### src/rtl/rrqs_pkg.sv
// Types and constants shared by the round robin quantum scheduler.
`default_nettype none

package rrqs_pkg;

  localparam int QUANTUM_W = 16;
  localparam logic [QUANTUM_W-1:0] QUANTUM_INIT = 16'd10;

  typedef enum logic [2:0] {
    REQ_TICK     = 3'd0,
    REQ_ADD      = 3'd1,
    REQ_REMOVE   = 3'd2,
    REQ_SET_RUN  = 3'd3,
    REQ_PICK     = 3'd4
  } req_kind_t;

  typedef enum logic [1:0] {
    STAT_OK        = 2'd0,
    STAT_FULL      = 2'd1,
    STAT_NOT_FOUND = 2'd2
  } status_t;

  typedef enum logic [3:0] {
    S_IDLE,
    S_EXEC,
    S_SRCH_ID,
    S_SRCH_CHK,
    S_FIND,
    S_SHIFT,
    S_FIXUP,
    S_HEAD,
    S_RESULT
  } state_t;

  typedef struct packed {
    logic [2:0] req_type;
    logic [7:0] task_id;
    logic       runnable_value;
  } req_t;

  typedef struct packed {
    logic [7:0]  chosen_id;
    logic        chosen_valid;
    logic [7:0]  current_id;
    logic        current_valid;
    logic [31:0] ticks_seen;
    logic [4:0]  entries_used;
    logic [1:0]  status;
  } rsp_t;

endpackage

`default_nettype wire

### src/rtl/rrqs_flags.sv
// Runnable flag memory, one bit per task id, cleared by a sweep after reset.
`default_nettype none

module rrqs_flags #(
  parameter int ID_BITS = 8
) (
  input  logic               clk,
  input  logic               rst,
  input  logic               wr_en,
  input  logic [ID_BITS-1:0] wr_addr,
  input  logic               wr_data,
  input  logic [ID_BITS-1:0] rd_addr,
  output logic               rd_data,
  output logic               ready
);

  localparam int DEPTH = 1 << ID_BITS;

  logic               flags [DEPTH];
  logic               clearing;
  logic [ID_BITS-1:0] clr_addr;

  always_ff @(posedge clk) begin
    if (rst) begin
      clearing <= 1'b1;
      clr_addr <= '0;
    end else if (clearing) begin
      clr_addr <= clr_addr + ID_BITS'(1);
      if (clr_addr == '1) begin
        clearing <= 1'b0;
      end
    end
  end

  always_ff @(posedge clk) begin
    if (clearing) begin
      flags[clr_addr] <= 1'b0;
    end else if (wr_en) begin
      flags[wr_addr] <= wr_data;
    end
    rd_data <= flags[rd_addr];
  end

  assign ready = ~clearing;

endmodule

`default_nettype wire

### src/rtl/round_robin_quantum_scheduler.sv
// Top level of the round robin task scheduler with a time quantum.
`default_nettype none

// One request word in, one response word out. After reset the runnable
// flags are swept clear, and no request is taken during the sweep.
// Ticks that do not switch, add, set runnable and unknown requests pass
// through S_EXEC and S_RESULT to the response register. A switching tick and
// pick next walk the task list through the slot memory and the flag memory,
// visiting S_SRCH_ID and S_SRCH_CHK for each entry examined. Remove
// scans for the id at one entry a cycle, shifts the tail down at one entry
// a cycle and may read the new head in S_HEAD.
// The block returns to S_IDLE before the next request is taken.
// A new request is accepted while the previous response still waits.
module round_robin_quantum_scheduler #(
  parameter int MAX_SLOTS = 16,
  parameter int ID_BITS   = 8
) (
  input  logic                           clk,
  input  logic                           rst,
  input  logic                           req_valid,
  output logic                           req_ready,
  input  rrqs_pkg::req_t                 req_word,
  output logic                           rsp_valid,
  input  logic                           rsp_ready,
  output rrqs_pkg::rsp_t                 rsp_word,
  input  logic                           cfg_wr_en,
  input  logic [rrqs_pkg::QUANTUM_W-1:0] cfg_wr_data
);

  import rrqs_pkg::*;

  localparam int SLOT_AW = $clog2(MAX_SLOTS);
  localparam int CNT_W   = $clog2(MAX_SLOTS + 1);

  state_t state, state_next;

  logic [CNT_W-1:0]     slot_count, slot_count_next;
  logic [SLOT_AW-1:0]   cursor, cursor_next;
  logic [QUANTUM_W-1:0] quantum_left, quantum_left_next;
  logic [QUANTUM_W-1:0] quantum_reload;
  logic [ID_BITS-1:0]   current_task, current_task_next;
  logic                 current_present, current_present_next;
  logic [31:0]          tick_counter, tick_counter_next;
  logic                 rsp_valid_next;
  rsp_t                 rsp_word_next;

  logic [2:0]           req_kind;
  logic [ID_BITS-1:0]   req_id;
  logic                 req_val;
  logic [SLOT_AW-1:0]   idx, idx_next;
  logic [CNT_W-1:0]     left, left_next;
  logic [SLOT_AW-1:0]   hit, hit_next;
  logic [ID_BITS-1:0]   cand_id, cand_id_next;
  logic [ID_BITS-1:0]   res_chosen, res_chosen_next;
  logic                 res_ok, res_ok_next;
  status_t              res_status, res_status_next;

  logic [ID_BITS-1:0]   slots [MAX_SLOTS];
  logic [ID_BITS-1:0]   slot_rdata;
  logic [SLOT_AW-1:0]   slot_rd_addr;
  logic                 slot_we;
  logic [SLOT_AW-1:0]   slot_wr_addr;
  logic [ID_BITS-1:0]   slot_wr_data;

  logic                 flag_we;
  logic                 flag_rdata;
  logic                 flags_ready;

  logic [CNT_W-1:0]     cur_inc, idx_inc, idx_inc2, cnt_dec;
  logic [SLOT_AW-1:0]   cur_wrap, idx_wrap, cur_adj, cur_fix;
  logic [QUANTUM_W-1:0] quantum_dec;
  logic                 accept;

  rrqs_flags #(
    .ID_BITS (ID_BITS)
  ) u_flags (
    .clk     (clk),
    .rst     (rst),
    .wr_en   (flag_we),
    .wr_addr (req_id),
    .wr_data (req_val),
    .rd_addr (slot_rdata),
    .rd_data (flag_rdata),
    .ready   (flags_ready)
  );

  always_ff @(posedge clk) begin
    if (slot_we) begin
      slots[slot_wr_addr] <= slot_wr_data;
    end
    slot_rdata <= slots[slot_rd_addr];
  end

  assign req_ready = (state == S_IDLE) && flags_ready;
  assign accept    = req_valid && req_ready;

  assign cur_inc  = CNT_W'(cursor) + CNT_W'(1);
  assign cur_wrap = (cur_inc == slot_count) ? '0 : SLOT_AW'(cur_inc);
  assign idx_inc  = CNT_W'(idx) + CNT_W'(1);
  assign idx_inc2 = CNT_W'(idx) + CNT_W'(2);
  assign idx_wrap = (idx_inc == slot_count) ? '0 : SLOT_AW'(idx_inc);
  assign cnt_dec  = slot_count - CNT_W'(1);
  assign quantum_dec = (quantum_left != '0) ? quantum_left - QUANTUM_W'(1) : '0;

  always_comb begin
    if (cursor == hit) begin
      cur_adj = '0;
    end else if (cursor > hit) begin
      cur_adj = cursor - SLOT_AW'(1);
    end else begin
      cur_adj = cursor;
    end
    cur_fix = (CNT_W'(cur_adj) >= cnt_dec) ? '0 : cur_adj;
  end

  always_comb begin
    state_next           = state;
    slot_count_next      = slot_count;
    cursor_next          = cursor;
    quantum_left_next    = quantum_left;
    current_task_next    = current_task;
    current_present_next = current_present;
    tick_counter_next    = tick_counter;
    idx_next             = idx;
    left_next            = left;
    hit_next             = hit;
    cand_id_next         = cand_id;
    res_chosen_next      = res_chosen;
    res_ok_next          = res_ok;
    res_status_next      = res_status;
    slot_rd_addr         = '0;
    slot_we              = 1'b0;
    slot_wr_addr         = idx;
    slot_wr_data         = slot_rdata;
    flag_we              = 1'b0;
    rsp_valid_next       = rsp_valid && !rsp_ready;
    rsp_word_next        = rsp_word;

    case (state)
      S_IDLE: begin
        if (accept) begin
          state_next = S_EXEC;
        end
      end

      S_EXEC: begin
        res_chosen_next = '0;
        res_ok_next     = 1'b0;
        res_status_next = STAT_OK;
        state_next      = S_RESULT;
        case (req_kind)
          REQ_TICK: begin
            tick_counter_next = tick_counter + 32'd1;
            if (quantum_dec != '0 || slot_count == '0) begin
              quantum_left_next = quantum_dec;
              res_chosen_next   = current_task;
              res_ok_next       = current_present;
            end else begin
              quantum_left_next = quantum_reload;
              slot_rd_addr      = cur_wrap;
              idx_next          = cur_wrap;
              left_next         = slot_count;
              state_next        = S_SRCH_ID;
            end
          end
          REQ_PICK: begin
            if (slot_count != '0) begin
              slot_rd_addr = cur_wrap;
              idx_next     = cur_wrap;
              left_next    = slot_count;
              state_next   = S_SRCH_ID;
            end
          end
          REQ_ADD: begin
            if (slot_count >= CNT_W'(MAX_SLOTS)) begin
              res_status_next = STAT_FULL;
            end else begin
              slot_we         = 1'b1;
              slot_wr_addr    = SLOT_AW'(slot_count);
              slot_wr_data    = req_id;
              slot_count_next = slot_count + CNT_W'(1);
              if (slot_count == '0) begin
                current_task_next    = req_id;
                current_present_next = 1'b1;
              end
            end
          end
          REQ_REMOVE: begin
            if (slot_count == '0) begin
              res_status_next = STAT_NOT_FOUND;
            end else begin
              slot_rd_addr = '0;
              idx_next     = '0;
              state_next   = S_FIND;
            end
          end
          REQ_SET_RUN: begin
            flag_we = 1'b1;
          end
          default: begin
          end
        endcase
      end

      S_SRCH_ID: begin
        cand_id_next = slot_rdata;
        state_next   = S_SRCH_CHK;
      end

      S_SRCH_CHK: begin
        if (flag_rdata) begin
          cursor_next     = idx;
          res_chosen_next = cand_id;
          res_ok_next     = 1'b1;
          if (req_kind == REQ_TICK) begin
            current_task_next    = cand_id;
            current_present_next = 1'b1;
          end
          state_next = S_RESULT;
        end else if (left == CNT_W'(1)) begin
          state_next = S_RESULT;
        end else begin
          left_next    = left - CNT_W'(1);
          idx_next     = idx_wrap;
          slot_rd_addr = idx_wrap;
          state_next   = S_SRCH_ID;
        end
      end

      S_FIND: begin
        if (slot_rdata == req_id) begin
          hit_next = idx;
          if (idx_inc < slot_count) begin
            slot_rd_addr = SLOT_AW'(idx_inc);
            state_next   = S_SHIFT;
          end else begin
            state_next = S_FIXUP;
          end
        end else if (idx_inc >= slot_count) begin
          res_status_next = STAT_NOT_FOUND;
          state_next      = S_RESULT;
        end else begin
          slot_rd_addr = SLOT_AW'(idx_inc);
          idx_next     = SLOT_AW'(idx_inc);
        end
      end

      S_SHIFT: begin
        slot_we      = 1'b1;
        slot_wr_addr = idx;
        slot_wr_data = slot_rdata;
        if (idx_inc2 < slot_count) begin
          slot_rd_addr = SLOT_AW'(idx_inc2);
          idx_next     = SLOT_AW'(idx_inc);
        end else begin
          state_next = S_FIXUP;
        end
      end

      S_FIXUP: begin
        slot_count_next = cnt_dec;
        cursor_next     = cur_fix;
        state_next      = S_RESULT;
        if (current_present && current_task == req_id) begin
          if (cnt_dec != '0) begin
            slot_rd_addr = '0;
            state_next   = S_HEAD;
          end else begin
            current_task_next    = '0;
            current_present_next = 1'b0;
          end
        end
      end

      S_HEAD: begin
        current_task_next = slot_rdata;
        state_next        = S_RESULT;
      end

      S_RESULT: begin
        if (!rsp_valid || rsp_ready) begin
          rsp_valid_next              = 1'b1;
          rsp_word_next.chosen_id     = 8'(res_chosen);
          rsp_word_next.chosen_valid  = res_ok;
          rsp_word_next.current_id    = 8'(current_task);
          rsp_word_next.current_valid = current_present;
          rsp_word_next.ticks_seen    = tick_counter;
          rsp_word_next.entries_used  = 5'(slot_count);
          rsp_word_next.status        = res_status;
          state_next                  = S_IDLE;
        end
      end

      default: begin
        state_next = S_IDLE;
      end
    endcase
  end

  always_ff @(posedge clk) begin
    if (rst) begin
      state           <= S_IDLE;
      slot_count      <= '0;
      cursor          <= '0;
      quantum_left    <= QUANTUM_INIT;
      quantum_reload  <= QUANTUM_INIT;
      current_task    <= '0;
      current_present <= 1'b0;
      tick_counter    <= '0;
      rsp_valid       <= 1'b0;
    end else begin
      state           <= state_next;
      slot_count      <= slot_count_next;
      cursor          <= cursor_next;
      quantum_left    <= quantum_left_next;
      current_task    <= current_task_next;
      current_present <= current_present_next;
      tick_counter    <= tick_counter_next;
      rsp_valid       <= rsp_valid_next;
      if (cfg_wr_en) begin
        quantum_reload <= cfg_wr_data;
      end
    end
  end

  always_ff @(posedge clk) begin
    if (accept) begin
      req_kind <= req_word.req_type;
      req_id   <= ID_BITS'(req_word.task_id);
      req_val  <= req_word.runnable_value;
    end
    idx        <= idx_next;
    left       <= left_next;
    hit        <= hit_next;
    cand_id    <= cand_id_next;
    res_chosen <= res_chosen_next;
    res_ok     <= res_ok_next;
    res_status <= res_status_next;
    rsp_word   <= rsp_word_next;
  end

endmodule

`default_nettype wire
### config.mk
export PLATFORM = sky130hd
export DESIGN_NAME = round_robin_quantum_scheduler
export DESIGN_NICKNAME = d
export VERILOG_FILES = /design/src/rtl/rrqs_pkg.sv /design/src/rtl/rrqs_flags.sv /design/src/rtl/round_robin_quantum_scheduler.sv
export SDC_FILE = /design/constraint.sdc
export NUM_CORES = 1
export LEC_CHECK = 0
export BUFFER_PORTS_ARGS = -buffer_cell sky130_fd_sc_hd__buf_2
export CAP_MARGIN = 5
export CORE_ASPECT_RATIO = 0.8
export CORE_MARGIN = 2
export CORE_UTILIZATION = 62
export DETAILED_ROUTE_END_ITERATION = 8
export GPL_TIMING_DRIVEN = 0
export PLACE_DENSITY = 0.8
export SETUP_SLACK_MARGIN = 0.4
export SYNTH_ARGS = -nofsm -noshare
export SYNTH_HDL_FRONTEND = slang
export SYNTH_SLANG_ARGS = --single-unit
### constraint.sdc
create_clock -name clk -period 7.3 [get_ports clk]
set_input_delay 1.46 -clock clk [delete_from_list [all_inputs] [get_ports clk]]
set_output_delay 1.46 -clock clk [all_outputs]
set_load 0.1 [all_outputs]
==> results.py <==
metrics = {
    "worst_setup_path": {
        "end_kind": "register",
        "path_class": "register to register",
        "path_buf_inv": 4,
        "max_stage_delay_ns": 0.59,
        "start_kind": "register",
        "crit_arrival_ns": 5.12,
        "cp_common_cell": "clkbuf_1",
        "critPathSlowestCell": "edfxtp_1",
        "cpLargestDelayFamily": "buffers and inverters",
        "path_max_fanout": 10,
        "path_cells": "ha_1, nand2_1, xor2_1, inv_1, ha_1, nand4_1, or2_2, clkbuf_1, a21oi_1, nor2_1, a22oi_1, mux2_2, clkbuf_1, clkbuf_1, o2111ai_1, o211ai_1, nand4_1",
        "critPathRequiredTime_ns": 7.74,
        "r2r_slack_ns": 2.62,
    },
    "logic_synthesis": {
        "synth_seq_cells": 590,
        "synthCells": 2082,
        "syn_avg_cell_area_sq_um": 12.7,
        "yosysSeqAreaShare_pct": 63.2,
        "synth_xor_area_share_pct": 2.29,
        "synth_fp_nets": 2146,
        "synth_compound_area_share_pct": 8.70,
        "yosysTopAreaCellShare_pct": 55.2,
        "muxShareOfSynthArea_pct": 8.21,
        "synthSimpleGateAreaFrac_pct": 13.1,
        "synth.area.top_cells": "edfxtp_1 (55%), dfxtp_1 (8.0%), mux4_2 (7.3%)",
        "async_flop_share_pct": 0,
        "ys_warn_count": 0,
        "yosysTopAreaCell": "edfxtp_1",
        "synthAdderAreaFrac_pct": 1.47,
        "synth_top_family_by_area": "simple AND/OR/NAND/NOR gates",
        "synthesis.area_sq_um": 26400,
        "synth_edf_count": 485,
        "synthFlopType": "edfxtp_1",
        "synth_cell_types": 70,
    },
    "floorplanning": {
        "die_height_um": 189,
        "start_util_pct": 63.0,
        "die-width_um": 235,
        "ioPinCount": 92,
        "core-area_sq_um": 41900,
        "rows": 67,
        "design.die.area_sq_um": 44200,
    },
    "pwr": {
        "peakVddDrop_mv": 0.204,
        "p_per_area_nw_per_um2": 223,
        "leakagePower_uw": 0.0100,
    },
    "timing": {
        "finalSetupViolations": 0,
        "finalCriticalPeriod_ns": 4.68,
        "slew_headroom_pct": 16.0,
        "fin_crit_sh_pct": 64.1,
        "hold_violations": 0,
        "finalClockSkew_ns": 0.0184,
        "worst_pin_slew_ns": 1.26,
        "setup_ws_ns": 2.62,
        "drv_slew": 0,
        "fmax_ghz": 0.214,
        "rsz0062_at_grt": "no",
    },
    "routing": {
        "drt_iter0_drc": 2745,
        "wl_per_cell_um": 24.1,
        "drt_pass1_iterations": 6,
        "wl_um": 68300,
        "vias_per_cell": 6.61,
        "drc_errors": 0,
        "ant_nets": 0,
        "vias": 18700,
    },
    "clock_network": {
        "tritoncts": "built",
        "cts_buffers": 55,
        "cts_resized": 0,
        "post_cts_buffers": 0,
        "cts_hold_buf": 0,
        "root_buffer": "clkbuf_16",
        "clk_latency_ns": 0.63,
        "cts.sinks": 590,
        "cts-htree-levels": 2,
        "cts_buffer_depth": 3,
        "clk_pin_slew_ns": 0.07,
    },
    "grt": {
        "grtUsageMet3_pct": 7.31,
        "grt_pass1_vias": 17800,
        "grt-ovfl-total": 0,
        "grt_start_max_net_pins": 124,
        "grt_usage_pct": 30.5,
        "use_met1_pct": 43.7,
        "grt_pass1_wl_um": 103000,
        "grt_busiest_layer": "met2",
        "antenna_found_initial": 1,
        "use_met2_pct": 46.0,
    },
    "placement": {
        "port_buffers": 89,
        "gp_congestion": 0.970,
        "dp_hpwl_um": 45900,
        "pre_cts_ws_ns": 2.77,
    },
    "layout": {
        "postLayoutCoreUtil_pct": 70.2,
        "nets": 2297,
        "area_growth_pct": 11.5,
        "diodes": 0,
        "drive_above_1_share_pct": 12.7,
        "fill_cells": 2828,
        "layout_common_cells": "edfxtp_1 (485), nor2_1 (401), clkbuf_1 (148), nand2_1 (128), dfxtp_1 (105)",
        "layout_commonest_cell": "edfxtp_1",
    },
    "run_status": {
        "status": "completed",
    },
    "worst_hold_path": {
        "hp-class": "register to register",
    },
    "run": {
        "maxCapViolCount": 0,
    },
}
-- metrics by stage --
step	power [uW]	TNS (ns)	std cells	hold slack (ns)	instance area (sq um)
2_1_floorplan	3710	0	2082	0.400	26400
3_3_place_gp	3740	-223.82	2723	0.403	27500
3_5_place_dp	3750	0	2726	0.405	27600
4_1_cts	6570	0	2829	0.421	29400
5_1_grt	6690	0	2831	0.428	29400
6_report	6560	0	2831	0.414	29400
-- cell usage after synthesis (31+ instances only) --
cell	n
edfxtp_1	485
o211ai_1	50
mux4_2	85
nand2_1	128
nor3_1	32
dfxtp_1	105
xor2_1	37
clkbuf_1	133
inv_1	54
a21oi_1	48
ha_1	31
xnor2_1	32
nor2_1	401
and2_1	34
o21ai_0	38
-- final cells by class --
class | instances | area, sq um | area share (%)
buffer | 153 | 611 | 2.07
sequential | 590 | 16700 | 56.6
inverter | 54 | 203 | 0.689
clock inverter | 28 | 270 | 0.918
clock buffer | 75 | 1520 | 5.18
multi-input combinational | 1285 | 8930 | 30.3
timing repair buffer | 94 | 539 | 1.83
tap | 552 | 691 | 2.35
-- final timing paths --
kind | start | endpoint | depth (start not counted)
worst max-delay path | idx[1]$_DFFE_PP_ | slot_rdata[3]$_DFF_P_ | 17
worst min-delay path | res_chosen[1]$_DFFE_PP_ | rsp_word[50]$_DFFE_PP_ | 0
worst max register to register | idx[1]$_DFFE_PP_ | slot_rdata[3]$_DFF_P_ | 17
worst min register to register | res_chosen[1]$_DFFE_PP_ | rsp_word[50]$_DFFE_PP_ | 0
-- worst reg2reg max path, stage by stage, from the launching register on --
cell and delay, ns:
edfxtp_1 0.59, ha_1 0.32, nand2_1 0.08, xor2_1 0.28, inv_1 0.08, ha_1 0.31, nand4_1 0.08, or2_2 0.27
clkbuf_1 0.17, a21oi_1 0.22, nor2_1 0.06, a22oi_1 0.28, mux2_2 0.25, clkbuf_1 0.44, clkbuf_1 0.42, o2111ai_1 0.22
o211ai_1 0.20, nand4_1 0.23
-- registers in the layout, summed over array words and instances (netlist names), 16 cells and up --
register and flops:
tick_counter 32, quantum_left 16, quantum_reload 16, rsp_word 57, slots 128, u_flags.flags 256
-- per-layer routing --
metal	wire length, um	up-vias
met1	26900	9170
met4	2480	2
met5	9	-
met2	30300	1257
met3	8540	188
li1	-	8082
-- cell families after synthesis --
family | Yosys count
compound gates | 313
xor+xnor | 69
fa+ha+maj | 31
buf+inv | 207
flops | 590
mux | 110
simple gates | 762
-- power by group --
group | switching [uW] | leakage [uW] | internal [uW] | total [uW]
Clock | 1270 | 0.000872 | 1610 | 2880
Combinational | 51.6 | 0.00350 | 21.0 | 72.6
Sequential | 6.04 | 0.00566 | 3600 | 3600
Total | 1330 | 0.0100 | 5230 | 6560
Note: power is estimated with default switching activity, not from simulation.
